**config.mk**
```make
export PLATFORM = sky130hd
export DESIGN_NAME = command_frame_receiver_watchdog_flat
export DESIGN_NICKNAME = d
export VERILOG_FILES = /design/src/design/cfr_pkg.sv /design/src/design/cfr_if.sv /design/src/design/command_frame_receiver_watchdog.sv /design/src/flat_wrapper.sv
export SDC_FILE = /design/constraint.sdc
export NUM_CORES = 1
export LEC_CHECK = 0
export ABC_AREA = 1
export BUFFER_PORTS_ARGS = -buffer_cell sky130_fd_sc_hd__buf_2
export CAP_MARGIN = 40
export CORE_UTILIZATION = 62
export CTS_BUF_LIST = sky130_fd_sc_hd__clkbuf_8
export DETAILED_ROUTE_END_ITERATION = 8
export PLACE_DENSITY = 0.82
export RECOVER_POWER = 25
export SYNTH_ARGS = -nofsm -noshare
export SYNTH_HDL_FRONTEND = slang
export SYNTH_SLANG_ARGS = --single-unit
```
**constraint.sdc**
```tcl
create_clock -name clk -period 4.8 [get_ports clk]
set_input_delay 0.48 -clock clk [delete_from_list [all_inputs] [get_ports clk]]
set_output_delay 0.48 -clock clk [all_outputs]
set_load 0.02 [all_outputs]
```
**src/design/cfr_pkg.sv**
```systemverilog
`timescale 1ns / 1ps
// ----------------------------------------------------------------------------
// cfr_pkg: shared types and constants of the command frame receiver
// Holds the reset values of the registers, the sync phase encoding, the
// item command codes and the result payload type.
// ----------------------------------------------------------------------------
package cfr_pkg;

    // Register reset values
    localparam logic [7:0]  HeaderFirstReset  = 8'hCA;
    localparam logic [7:0]  HeaderSecondReset = 8'hFE;
    localparam logic [7:0]  KickCodeReset     = 8'h14;
    localparam logic [15:0] TimeoutLimitReset = 16'd500;

    // Frame geometry
    localparam int PayloadBytesDefault = 9;
    localparam int CountWidth          = 4;
    localparam int StoreDepth          = 8;
    localparam int NumSpeeds           = 4;

    // Configuration port
    localparam int CfgIndexWidth = 2;
    localparam int CfgDataWidth  = 16;

    typedef enum logic [CfgIndexWidth-1:0] {
        REG_HEADER_FIRST  = 2'd0,
        REG_HEADER_SECOND = 2'd1,
        REG_KICK_CODE     = 2'd2,
        REG_TIMEOUT_LIMIT = 2'd3
    } reg_index_t;

    // Item command codes
    typedef enum logic {
        CMD_BYTE = 1'b0,
        CMD_TICK = 1'b1
    } command_t;

    // Receiver sync phase; code 3 is unused and behaves as hunting
    typedef enum logic [1:0] {
        PHASE_HUNT = 2'd0,
        PHASE_HDR1 = 2'd1,
        PHASE_DATA = 2'd2
    } phase_t;

    // One result item
    typedef struct packed {
        logic signed [15:0] speed_a;
        logic signed [15:0] speed_b;
        logic signed [15:0] speed_c;
        logic signed [15:0] speed_d;
        logic               frame_complete;
        logic               kick_request;
        logic               timed_out;
    } result_t;

endpackage

```
**src/design/cfr_if.sv**
```systemverilog
`timescale 1ns / 1ps
// ----------------------------------------------------------------------------
// cfr_if: channel interfaces of the command frame receiver
// cfr_item_if carries command and received byte, cfr_result_if carries the
// target speeds and frame and watchdog flags. valid/ready handshake.
// ----------------------------------------------------------------------------
interface cfr_item_if;
    logic       valid;
    logic       ready;
    logic       command;
    logic [7:0] rx_data;

    modport source (output valid, output command, output rx_data, input ready);
    modport sink   (input valid, input command, input rx_data, output ready);
endinterface

interface cfr_result_if;
    logic               valid;
    logic               ready;
    logic signed [15:0] speed_a;
    logic signed [15:0] speed_b;
    logic signed [15:0] speed_c;
    logic signed [15:0] speed_d;
    logic               frame_complete;
    logic               kick_request;
    logic               timed_out;

    modport source (
        output valid, output speed_a, output speed_b, output speed_c, output speed_d,
        output frame_complete, output kick_request, output timed_out, input ready
    );
    modport sink (
        input valid, input speed_a, input speed_b, input speed_c, input speed_d,
        input frame_complete, input kick_request, input timed_out, output ready
    );
endinterface

```
**src/design/command_frame_receiver_watchdog.sv**
```systemverilog
`timescale 1ns / 1ps
// ----------------------------------------------------------------------------
// command_frame_receiver_watchdog: serial command frame receiver and watchdog
// Decodes header-framed speed commands byte by byte and zeroes the targets
// when ticks pass without a complete frame.
// ----------------------------------------------------------------------------
// Each accepted item (a received byte or a control tick) yields exactly one
// result in the following cycle, and a new item is taken every cycle: the frame
// decoder, the payload store and the watchdog all update in the cycle of the
// transfer, and the single output register takes a new item in the same cycle
// its result transfers out, so throughput is one item per clock; a stalled
// result holds off the item side until it transfers. A frame is two header
// bytes followed by PAYLOAD_BYTES payload bytes; bytes 0-7 give four signed
// big-endian speeds, latched on the last byte, which raises kick_request when
// it equals kick_code. Configuration (cfg_we/cfg_index/cfg_data) is written
// only while no item is in flight, a rule for the user, not enforced here.
// ----------------------------------------------------------------------------
module command_frame_receiver_watchdog #(
    parameter int PAYLOAD_BYTES = cfr_pkg::PayloadBytesDefault
) (
    input  logic                             clk,
    input  logic                             rst_n,
    cfr_item_if.sink                         item,
    cfr_result_if.source                     result,
    input  logic                             cfg_we,
    input  logic [cfr_pkg::CfgIndexWidth-1:0] cfg_index,
    input  logic [cfr_pkg::CfgDataWidth-1:0]  cfg_data
);

    localparam logic [cfr_pkg::CountWidth-1:0] LastIndex =
        cfr_pkg::CountWidth'(PAYLOAD_BYTES - 1);
    localparam logic [cfr_pkg::CountWidth-1:0] StoreLimit =
        cfr_pkg::CountWidth'(cfr_pkg::StoreDepth);

    // Configuration registers
    logic [7:0]  header_first_reg;
    logic [7:0]  header_second_reg;
    logic [7:0]  kick_code_reg;
    logic [15:0] timeout_limit_reg;

    // Receiver and watchdog state
    cfr_pkg::phase_t                  phase_reg, phase_next;
    logic [cfr_pkg::CountWidth-1:0]   count_reg, count_next;
    logic [7:0]                       store_reg [cfr_pkg::StoreDepth];
    logic signed [15:0]               speed_reg [cfr_pkg::NumSpeeds];
    logic signed [15:0]               speed_next [cfr_pkg::NumSpeeds];
    logic [15:0]                      wd_reg, wd_next, wd_inc;

    // Output stage
    logic                             out_valid_reg;
    cfr_pkg::result_t                 out_reg, out_next;

    logic accept;
    logic is_byte;
    logic last_byte;
    logic store_we;
    logic done;
    logic kick;

    assign accept     = item.valid && item.ready;
    assign item.ready = !out_valid_reg || result.ready;
    assign is_byte    = (cfr_pkg::command_t'(item.command) == cfr_pkg::CMD_BYTE);
    assign last_byte  = (count_reg >= LastIndex);

    // Write configuration registers
    always_ff @(posedge clk or negedge rst_n)
    begin
        if (!rst_n)
        begin
            header_first_reg  <= cfr_pkg::HeaderFirstReset;
            header_second_reg <= cfr_pkg::HeaderSecondReset;
            kick_code_reg     <= cfr_pkg::KickCodeReset;
            timeout_limit_reg <= cfr_pkg::TimeoutLimitReset;
        end
        else if (cfg_we)
        begin
            unique case (cfr_pkg::reg_index_t'(cfg_index))
                cfr_pkg::REG_HEADER_FIRST:  header_first_reg  <= cfg_data[7:0];
                cfr_pkg::REG_HEADER_SECOND: header_second_reg <= cfg_data[7:0];
                cfr_pkg::REG_KICK_CODE:     kick_code_reg     <= cfg_data[7:0];
                cfr_pkg::REG_TIMEOUT_LIMIT: timeout_limit_reg <= cfg_data;
                default: ;
            endcase
        end
    end

    // Next sync phase
    always_comb
    begin
        phase_next = phase_reg;
        if (accept && is_byte)
        begin
            unique case (phase_reg)
                cfr_pkg::PHASE_HDR1:
                    phase_next = (item.rx_data == header_second_reg) ?
                                 cfr_pkg::PHASE_DATA : cfr_pkg::PHASE_HUNT;
                cfr_pkg::PHASE_DATA:
                    phase_next = last_byte ? cfr_pkg::PHASE_HUNT : cfr_pkg::PHASE_DATA;
                default:
                    phase_next = (item.rx_data == header_first_reg) ?
                                 cfr_pkg::PHASE_HDR1 : cfr_pkg::PHASE_HUNT;
            endcase
        end
    end

    // Payload count, frame completion and watchdog
    always_comb
    begin
        count_next = count_reg;
        store_we   = 1'b0;
        done       = 1'b0;
        kick       = 1'b0;
        wd_inc     = (wd_reg == 16'hFFFF) ? wd_reg : wd_reg + 16'd1;
        wd_next    = wd_reg;
        for (int i = 0; i < cfr_pkg::NumSpeeds; i++)
        begin
            speed_next[i] = speed_reg[i];
        end

        if (accept)
        begin
            if (!is_byte)
            begin
                wd_next = wd_inc;
                if (wd_inc >= timeout_limit_reg)
                begin
                    for (int i = 0; i < cfr_pkg::NumSpeeds; i++)
                    begin
                        speed_next[i] = '0;
                    end
                end
            end
            else if (phase_reg == cfr_pkg::PHASE_HDR1)
            begin
                count_next = '0;
            end
            else if (phase_reg == cfr_pkg::PHASE_DATA)
            begin
                store_we = (count_reg < StoreLimit);
                if (last_byte)
                begin
                    for (int i = 0; i < cfr_pkg::NumSpeeds; i++)
                    begin
                        speed_next[i] = {store_reg[2*i], store_reg[2*i+1]};
                    end
                    kick       = (item.rx_data == kick_code_reg);
                    done       = 1'b1;
                    wd_next    = '0;
                    count_next = '0;
                end
                else
                begin
                    count_next = count_reg + 1'b1;
                end
            end
        end
    end

    // Assemble the result of this transfer
    always_comb
    begin
        out_next.speed_a        = speed_next[0];
        out_next.speed_b        = speed_next[1];
        out_next.speed_c        = speed_next[2];
        out_next.speed_d        = speed_next[3];
        out_next.frame_complete = done;
        out_next.kick_request   = kick;
        out_next.timed_out      = (wd_next >= timeout_limit_reg);
    end

    // Advance receiver state
    always_ff @(posedge clk or negedge rst_n)
    begin
        if (!rst_n)
        begin
            phase_reg <= cfr_pkg::PHASE_HUNT;
            count_reg <= '0;
            wd_reg    <= '0;
            for (int i = 0; i < cfr_pkg::NumSpeeds; i++)
            begin
                speed_reg[i] <= '0;
            end
        end
        else
        begin
            phase_reg <= phase_next;
            count_reg <= count_next;
            wd_reg    <= wd_next;
            for (int i = 0; i < cfr_pkg::NumSpeeds; i++)
            begin
                speed_reg[i] <= speed_next[i];
            end
        end
    end

    // Write payload bytes 0-7
    always_ff @(posedge clk)
    begin
        if (store_we)
        begin
            store_reg[count_reg[$clog2(cfr_pkg::StoreDepth)-1:0]] <= item.rx_data;
        end
    end

    // Hold the result until the transfer on the result side
    always_ff @(posedge clk or negedge rst_n)
    begin
        if (!rst_n)
        begin
            out_valid_reg <= 1'b0;
        end
        else if (item.ready)
        begin
            out_valid_reg <= accept;
        end
    end

    always_ff @(posedge clk)
    begin
        if (accept)
        begin
            out_reg <= out_next;
        end
    end

    assign result.valid          = out_valid_reg;
    assign result.speed_a        = out_reg.speed_a;
    assign result.speed_b        = out_reg.speed_b;
    assign result.speed_c        = out_reg.speed_c;
    assign result.speed_d        = out_reg.speed_d;
    assign result.frame_complete = out_reg.frame_complete;
    assign result.kick_request   = out_reg.kick_request;
    assign result.timed_out      = out_reg.timed_out;

endmodule

```
**src/flat_wrapper.sv**
```systemverilog
// flat-port wrapper written by rule: the top's interface ports become plain ports
module command_frame_receiver_watchdog_flat 
#(
    parameter int PAYLOAD_BYTES = cfr_pkg::PayloadBytesDefault
)
  (clk, rst_n, cfg_we, cfg_index, cfg_data, item_valid, item_command, item_rx_data, item_ready, result_valid, result_speed_a, result_speed_b, result_speed_c, result_speed_d, result_frame_complete, result_kick_request, result_timed_out, result_ready);
  cfr_item_if item_i ();
  cfr_result_if result_i ();
  input  logic clk;
  input  logic rst_n;
  input  logic cfg_we;
  input  logic [cfr_pkg::CfgIndexWidth-1:0] cfg_index;
  input  logic [cfr_pkg::CfgDataWidth-1:0] cfg_data;
  input wire logic [$bits(item_i.valid)-1:0] item_valid;
  input wire logic [$bits(item_i.command)-1:0] item_command;
  input wire logic [$bits(item_i.rx_data)-1:0] item_rx_data;
  output wire logic [$bits(item_i.ready)-1:0] item_ready;
  output wire logic [$bits(result_i.valid)-1:0] result_valid;
  output wire logic [$bits(result_i.speed_a)-1:0] result_speed_a;
  output wire logic [$bits(result_i.speed_b)-1:0] result_speed_b;
  output wire logic [$bits(result_i.speed_c)-1:0] result_speed_c;
  output wire logic [$bits(result_i.speed_d)-1:0] result_speed_d;
  output wire logic [$bits(result_i.frame_complete)-1:0] result_frame_complete;
  output wire logic [$bits(result_i.kick_request)-1:0] result_kick_request;
  output wire logic [$bits(result_i.timed_out)-1:0] result_timed_out;
  input wire logic [$bits(result_i.ready)-1:0] result_ready;
  assign item_i.valid = item_valid;
  assign item_i.command = item_command;
  assign item_i.rx_data = item_rx_data;
  assign item_ready = item_i.ready;
  assign result_valid = result_i.valid;
  assign result_speed_a = result_i.speed_a;
  assign result_speed_b = result_i.speed_b;
  assign result_speed_c = result_i.speed_c;
  assign result_speed_d = result_i.speed_d;
  assign result_frame_complete = result_i.frame_complete;
  assign result_kick_request = result_i.kick_request;
  assign result_timed_out = result_i.timed_out;
  assign result_i.ready = result_ready;
  command_frame_receiver_watchdog #(.PAYLOAD_BYTES(PAYLOAD_BYTES)) u_core (.clk(clk), .rst_n(rst_n), .item(item_i), .result(result_i), .cfg_we(cfg_we), .cfg_index(cfg_index), .cfg_data(cfg_data));
endmodule
```
==> results of run 1 <==
-- power breakdown --
part | leakage (nW) | switching (mW) | total [mW] | internal (mW)
Combinational | 2.56 | 0.552 | 0.887 | 0.335
Sequential | 2.88 | 0.155 | 2.74 | 2.58
Clock | 0.493 | 0.863 | 1.80 | 0.936
Total | 5.94 | 1.57 | 5.42 | 3.85
-- Yosys cell counts, types with 2 or more instances --
cell type | count | area [µm²]
nor2_2 | 2 | 12.5
a21oi_1 | 23 | 115
ha_1 | 37 | 463
buf_2 | 9 | 45.0
nand2_2 | 7 | 43.8
nor3_1 | 8 | 40.0
nand2_1 | 215 | 807
inv_2 | 4 | 15.0
inv_1 | 137 | 514
nor2_1 | 108 | 405
a22oi_2 | 63 | 788
o21ai_1 | 4 | 20.0
edfxtp_1 | 131 | 3930
nand4_1 | 70 | 438
buf_6 | 14 | 158
o22ai_1 | 5 | 31.3
a21o_1 | 2 | 15.0
dfrtp_1 | 108 | 2700
dfstp_2 | 19 | 499
o21ai_2 | 2 | 17.5
clkbuf_1 | 23 | 86.3
xnor2_1 | 11 | 96.3
o21ai_0 | 48 | 240
o211ai_1 | 3 | 22.5
xor2_1 | 8 | 70.1
or2_2 | 2 | 12.5
nand3_1 | 20 | 100
a21oi_4 | 2 | 32.5
-- worst max-delay path by stage --
stage	cells past startpoint	to	slack, ns	from
finish	16	u_core.result.speed_c[8]	1.57	u_core.wd_reg[0]
global route	15	u_core.result.speed_a[8]	1.31	u_core.wd_reg[0]
CTS	15	u_core.result.speed_a[8]	1.62	u_core.wd_reg[0]
detailed placement	15	u_core.result.speed_a[8]	1.65	u_core.wd_reg[0]
global placement	15	u_core.result.speed_c[8]	1.74	u_core.wd_reg[0]
floorplan	15	u_core.result.timed_out	0.98	result_ready
-- cell type report --
type	instances	area, µm²	share of cell area (%)
Sequential cell	258	7140	53.5
Multi-Input combinational cell	650	3880	29.1
Timing Repair Buffer	116	692	5.18
Clock buffer	49	674	5.05
Inverter	142	538	4.03
Tap cell	234	293	2.19
Clock inverter	31	134	1.00
-- cells in the final DEF (no fill, tap or decap), types with 8 or more instances in the layout --
| cell type | count |
|---|---|
| a21oi_1 | 23 |
| a22oi_2 | 63 |
| buf_2 | 91 |
| buf_4 | 10 |
| clkbuf_1 | 9 |
| clkbuf_8 | 49 |
| dfrtp_1 | 108 |
| dfstp_2 | 19 |
| edfxtp_1 | 131 |
| ha_1 | 37 |
| inv_1 | 158 |
| nand2_1 | 213 |
| nand2_2 | 9 |
| nand3_1 | 20 |
| nand4_1 | 70 |
| nor2_1 | 108 |
| nor3_1 | 8 |
| o21ai_0 | 48 |
| xnor2_1 | 11 |
| xor2_1 | 8 |
-- cell families (layout without fill, tap and decap cells) --
| family | Yosys count | in the layout |
|---|---|---|
| xor+xnor | 19 | 19 |
| buf+inv | 188 | 338 |
| compound gates | 156 | 156 |
| flops | 258 | 258 |
| fa+ha+maj | 37 | 37 |
| simple gates | 438 | 438 |
-- metal layers --
metal	share of wire, %	vias to the layer above	GRT usage, %
li1	-	3958	-
met1	43	4137	38.1
met2	48	373	45.9
met3	7.1	54	4.72
met4	2.0	0	9.37
met5	0	-	0
-- what timing repair did --
| action | in CTS | in global routing |
|---|---|---|
| hold buffers | 1 | 0 |
| endpoints found under the setup margin | 0 | 0 |
| hold endpoints to repair | 86 | 0 |
-- critical path, delay by kind of cell (launching register included) --
| kind | cells | cell delay (ns) |
|---|---|---|
| adder cells (fa/ha/maj) | 2 | 0.56 |
| buffers and inverters | 4 | 0.70 |
| flip-flops | 1 | 0.40 |
| AND/OR/NAND/NOR | 10 | 1.24 |
==> reports/metrics.cfg, run 1 <==
[run_status]
status = completed

[timing]
slew-limit-headroom_pct = 30.7
worstMarginPinSlew_ns = 1.04
maxSlewViolCount = 0
finalCritPeriodShare_pct = 67.3
hold_ws_ns = 0.172
setup_slack_ns = 1.57
rsz0062_at_grt = no
finalHoldViolCount = 0
fin_skew_ns = 0.0118
finalSetupViolations = 0
max_freq_mhz = 310
fin_tns_setup_ns = 0
post-route-min-period_ns = 3.23

[clock_tree]
cts_tree = done
postCtsSetupBuffers = 0
numCtsBuffers = 43
cts_buffer_depth = 3
ctsResizeCount = 0
h-tree-depth = 2
clkSlewWorstSetupHoldPaths_ns = 0.05
clk_latency_ns = 0.55
cts-root-buf = clkbuf_8
clock_sinks = 258

[drt]
drc = 0
routed_wl_mm = 26.5
drt_iter0_drc = 905
avgViaCountPerCell = 5.76
drtAntennaViolNets = 0
wl_per_cell_um = 17.9
drt_pass1_iterations = 5
num_vias = 8522

[synthesis]
muxShareOfSynthArea_pct = 0
synthArstFlopShare_pct = 49.2
synth_compound_area_share_pct = 11.1
synth-edff-count = 131
syn_nets = 1165
ys.flop_type = edfxtp_1
yosysSeqAreaShare_pct = 60.3
synth_cell_type_count = 39
yosys.area_share.adder_pct = 3.91
synthCells = 1096
synthesis.area_um2 = 11800
synth_top_family_by_area = simple AND/OR/NAND/NOR gates
ys_ff_latch = 258
syn_area_per_cell_um2 = 10.8
yosys_warnings = 0
synthSimpleGateAreaFrac_pct = 16.3
synth_xor_area_share_pct = 1.41

[setup_path]
regToRegStartpoint = u_core.wd_reg[0]
critPathMaxFanout = 64
r2r-end = u_core.result.speed_c[8]
ff2ff_path_depth = 16
r2r_slack_ns = 1.57
crit_chain = ha_1, nand3_2, inv_2, nand2_2, nor2_4, inv_2, nand2_1, ha_1, nand2_1, inv_1, nand3_1, nor3_2, nand2_2, buf_4, nand4_1, nand2_1
crit_arrival_ns = 3.51
end_kind = flop
cp-start-kind = flop
critical_path_class = flop to flop
crit_required_ns = 5.08
cpMostUsedCell = nand2_1
slowest_stage = dfrtp_1
critPathMaxStageDelay_ns = 0.40

[worst_hold_path]
min_to = u_core.timeout_limit_reg[8]
min_delay_path_depth = 3
hold_class = input port to flop
hp-start = cfg_data[8]

[power]
finalPower_mw = 5.42
ir_drop_v = 0.000265
power_density_nw_per_um2 = 406
p_leak_nw = 5.94

[global_routing]
grt_pass1_vias = 8518
groute.usage.overall_pct = 27.9
grt_antenna_before_repair = 0
grt_max_degree = 72
grt_overflow = 0
grt_pass1_wl_mm = 42.9

[finish]
antenna_cells = 0
fin_area_um2 = 13300
drive_above_1_share_pct = 21.9
area_delta_synth_final_pct = 12.7
nets = 1280
final_util_pct = 71.4
fillCellCount = 1302
final_cells = 1480

[floorplanning]
dieWidth_um = 140
die_area_um2 = 19700
die_h_um = 140
ioPinCount = 101
floorplan.initialDensity_pct = 63.3
core_um2 = 18700
num_rows = 50

[placed_design]
placed_cells = 1399
place_area_um2 = 12500
gp_congestion = 0.941
port_buffers = 100
dp_hpwl_mm = 15.9
dp_slack_ns = 1.65

[flow_run]
cap_violations = 0

No activity file was read; power rests on OpenSTA's default activity.
==> run 2: changes to the inputs <==
Settings changed: CORE_UTILIZATION 62 to 56, PLACE_DENSITY 0.82 to 0.79.
Clock period 4.8 ns to 2.6 ns, I/O delays scaled along.
==> run 2 against run 1 <==
Register-to-register slack worse by 1.9 ns. Total power increased by 93%. The flow now finishes with violations (setup timing). Sequential power is 85% higher. Maximum frequency grew 9.7%. Hold slack got worse by 0.13 ns. Worst setup slack worse by 1.9 ns. Critical endpoint is now u_core.result.speed_d[10]. Non-clock buffer count is 86 higher. Flip-flop and latch count unchanged. Sequential share of layout area shrank 4.6 points.
==> reports/metrics.cfg, run 2 (synthesized netlist as in run 1, its figures left out) <==
[floorplanning]
dieWidth_um = 147
core_um2 = 20500
ioPinCount = 101
die_h_um = 147
die_area_um2 = 21700
num_rows = 52
floorplan.initialDensity_pct = 57.8

[timing]
maxSlewViolCount = 0
rsz0062_at_grt = yes
setup_slack_ns = -0.344
post-route-min-period_ns = 2.94
fin_skew_ns = 0.0374
worstMarginPinSlew_ns = 1.14
max_freq_mhz = 340
fin_tns_setup_ns = -26.38
slew-limit-headroom_pct = 24.0
finalSetupViolations = 128
finalHoldViolCount = 0
hold_ws_ns = 0.0418
finalCritPeriodShare_pct = 113

[finish]
antenna_cells = 0
drive_above_1_share_pct = 27.9
final_util_pct = 71.3
final_cell_mix = 207 x nand2_1, 151 x inv_1, 131 x edfxtp_1, 107 x dfrtp_1, 105 x nor2_1
fin_area_um2 = 14600
nets = 1367
area_delta_synth_final_pct = 23.5
layout_commonest_cell = nand2_1

[global_routing]
grt_util_met1_pct = 35.8
grt_pass1_wl_mm = 47.2
use_met2_pct = 46.3
grtUsageMet3_pct = 5.56
grt_max_degree = 65
grt_overflow = 0
grt.busiest_layer = met2
groute.usage.overall_pct = 28.1
grt_antenna_before_repair = 0
grt_pass1_vias = 9120

[power]
power_density_nw_per_um2 = 715
ir_drop_v = 0.000441
finalPower_mw = 10.5
p_seq_share_pct = 48.4
combPwrFrac_pct = 19.0
pwr-share-clk_pct = 32.6
switching_share_pct = 30.3
power.switching_mw = 3.16
p_leak_nw = 6.55
p_int_mw = 7.29

[clock_tree]
clock_sinks = 258
clkSlewWorstSetupHoldPaths_ns = 0.06
cts_buffer_depth = 3
h-tree-depth = 2
clk_latency_ns = 0.57
cts_tree = done
cts-root-buf = clkbuf_8
numCtsBuffers = 43

[setup_path]
end_kind = flop
crit_chain = nand2_2, nor2_4, nand2_4, nor2_4, buf_6, nand2_1, o21a_1, ha_1, nand3_1, nor3_2, nand2_4, buf_12, clkbuf_16, nand4_1, nand2_1
critPathMaxFanout = 8
cp-start-kind = flop
critical_path_class = flop to flop
critPathMaxStageDelay_ns = 0.45
path_buf_inv = 3
crit_arrival_ns = 3.25
slowest_stage = dfrtp_1
crit_required_ns = 2.90
crit_family = simple AND/OR/NAND/NOR gates

[worst_hold_path]
hold_class = input port to flop

[drt]
drt_pass1_iterations = 5
drtAntennaViolNets = 0
routed_wl_mm = 31.4
drt_iter0_drc = 778
num_vias = 9161
avgViaCountPerCell = 5.71
drc = 0
wl_per_cell_um = 19.6

[placed_design]
port_buffers = 100
dp_hpwl_mm = 17.7
gp_congestion = 0.859
place_area_um2 = 13100

[run_status]
violations = setup timing
status = finished, violations left

[flow_run]
cap_violations = 0

-- run 2: cell count changes in the layout (fill, tap and decap cells not counted), moves of 4 or more --
cell	delta
buf_16	+5
nand2_1	-6
nand2_4	+4
buf_12	+8
inv_1	-7
clkbuf_16	+6
buf_4	+48
dlygate4sd3_1	+11
buf_6	+6
-- run 2: timing repair --
action                     in CTS  in global routing
hold buffers                   12                  0
resized for setup              35                 18
hold endpoints to repair       41                  0
gates cloned                    5                  9
pin swaps                      27                 32
setup buffers                   6                  7
setup endpoints to repair     128                129
-- run 2: worst paths after layout --
path / startpoint / endpoint / slack, ns / depth (start not counted)
worst max-delay path: u_core.wd_reg[7] / u_core.result.speed_d[10] / -0.34 / 15
min in group asynchronous: rst_n / u_core.timeout_limit_reg[12] / 0.44 / 2
worst max register to register: u_core.wd_reg[7] / u_core.result.speed_d[10] / -0.34 / 15
max in group asynchronous: rst_n / u_core.speed_reg[23] / 1.21 / 3
worst min-delay path: cfg_data[6] / u_core.header_second_reg[6] / 0.04 / 3
worst min register to register: u_core.header_second_reg[0] / u_core.header_second_reg[0] / 0.49 / 2
-- run 2: power groups by stage --
stage          clock (mW)  combinational (mW)  sequential, mW
2_1_floorplan           0                1.07            5.18
4_1_cts              3.41                1.89            5.04
3_5_place_dp            0                1.77            5.10
5_1_grt              3.64                2.20            5.10
6_report             3.41                1.99            5.06
3_3_place_gp            0                1.68            5.09
-- run 2: worst register-to-register path: stages, from the launching register on --
cell and delay (ns):
dfrtp_1 0.45, nand2_2 0.12, nor2_4 0.15, nand2_4 0.09
nor2_4 0.13, buf_6 0.14, nand2_1 0.07, o21a_1 0.13
ha_1 0.29, nand3_1 0.10, nor3_2 0.29, nand2_4 0.20
buf_12 0.21, clkbuf_16 0.17, nand4_1 0.08, nand2_1 0.09
-- run 2: stage by stage --
stage	setup WS [ns]	std cells
floorplan	-0.536	1096
global placement	-0.177	1484
detailed placement	-0.250	1487
CTS	-0.187	1590
global route	-0.455	1603
finish	-0.344	1603
-- run 2: cell type report --
| cell class | count | area (µm²) |
|---|---|---|
| Clock inverter | 31 | 140 |
| Tap cell | 270 | 338 |
| Inverter | 142 | 547 |
| Clock buffer | 49 | 674 |
| Sequential cell | 258 | 7140 |
| Fill cell | 1354 | 5870 |
| Timing Repair Buffer | 202 | 1700 |
| Multi-Input combinational cell | 651 | 4090 |
-- run 2: routing by layer --
layer | vias up | wire length [µm]
met3 | 118 | 2710
li1 | 4154 | -
met1 | 4364 | 12100
met2 | 525 | 15400
met5 | - | 0
met4 | 0 | 1290
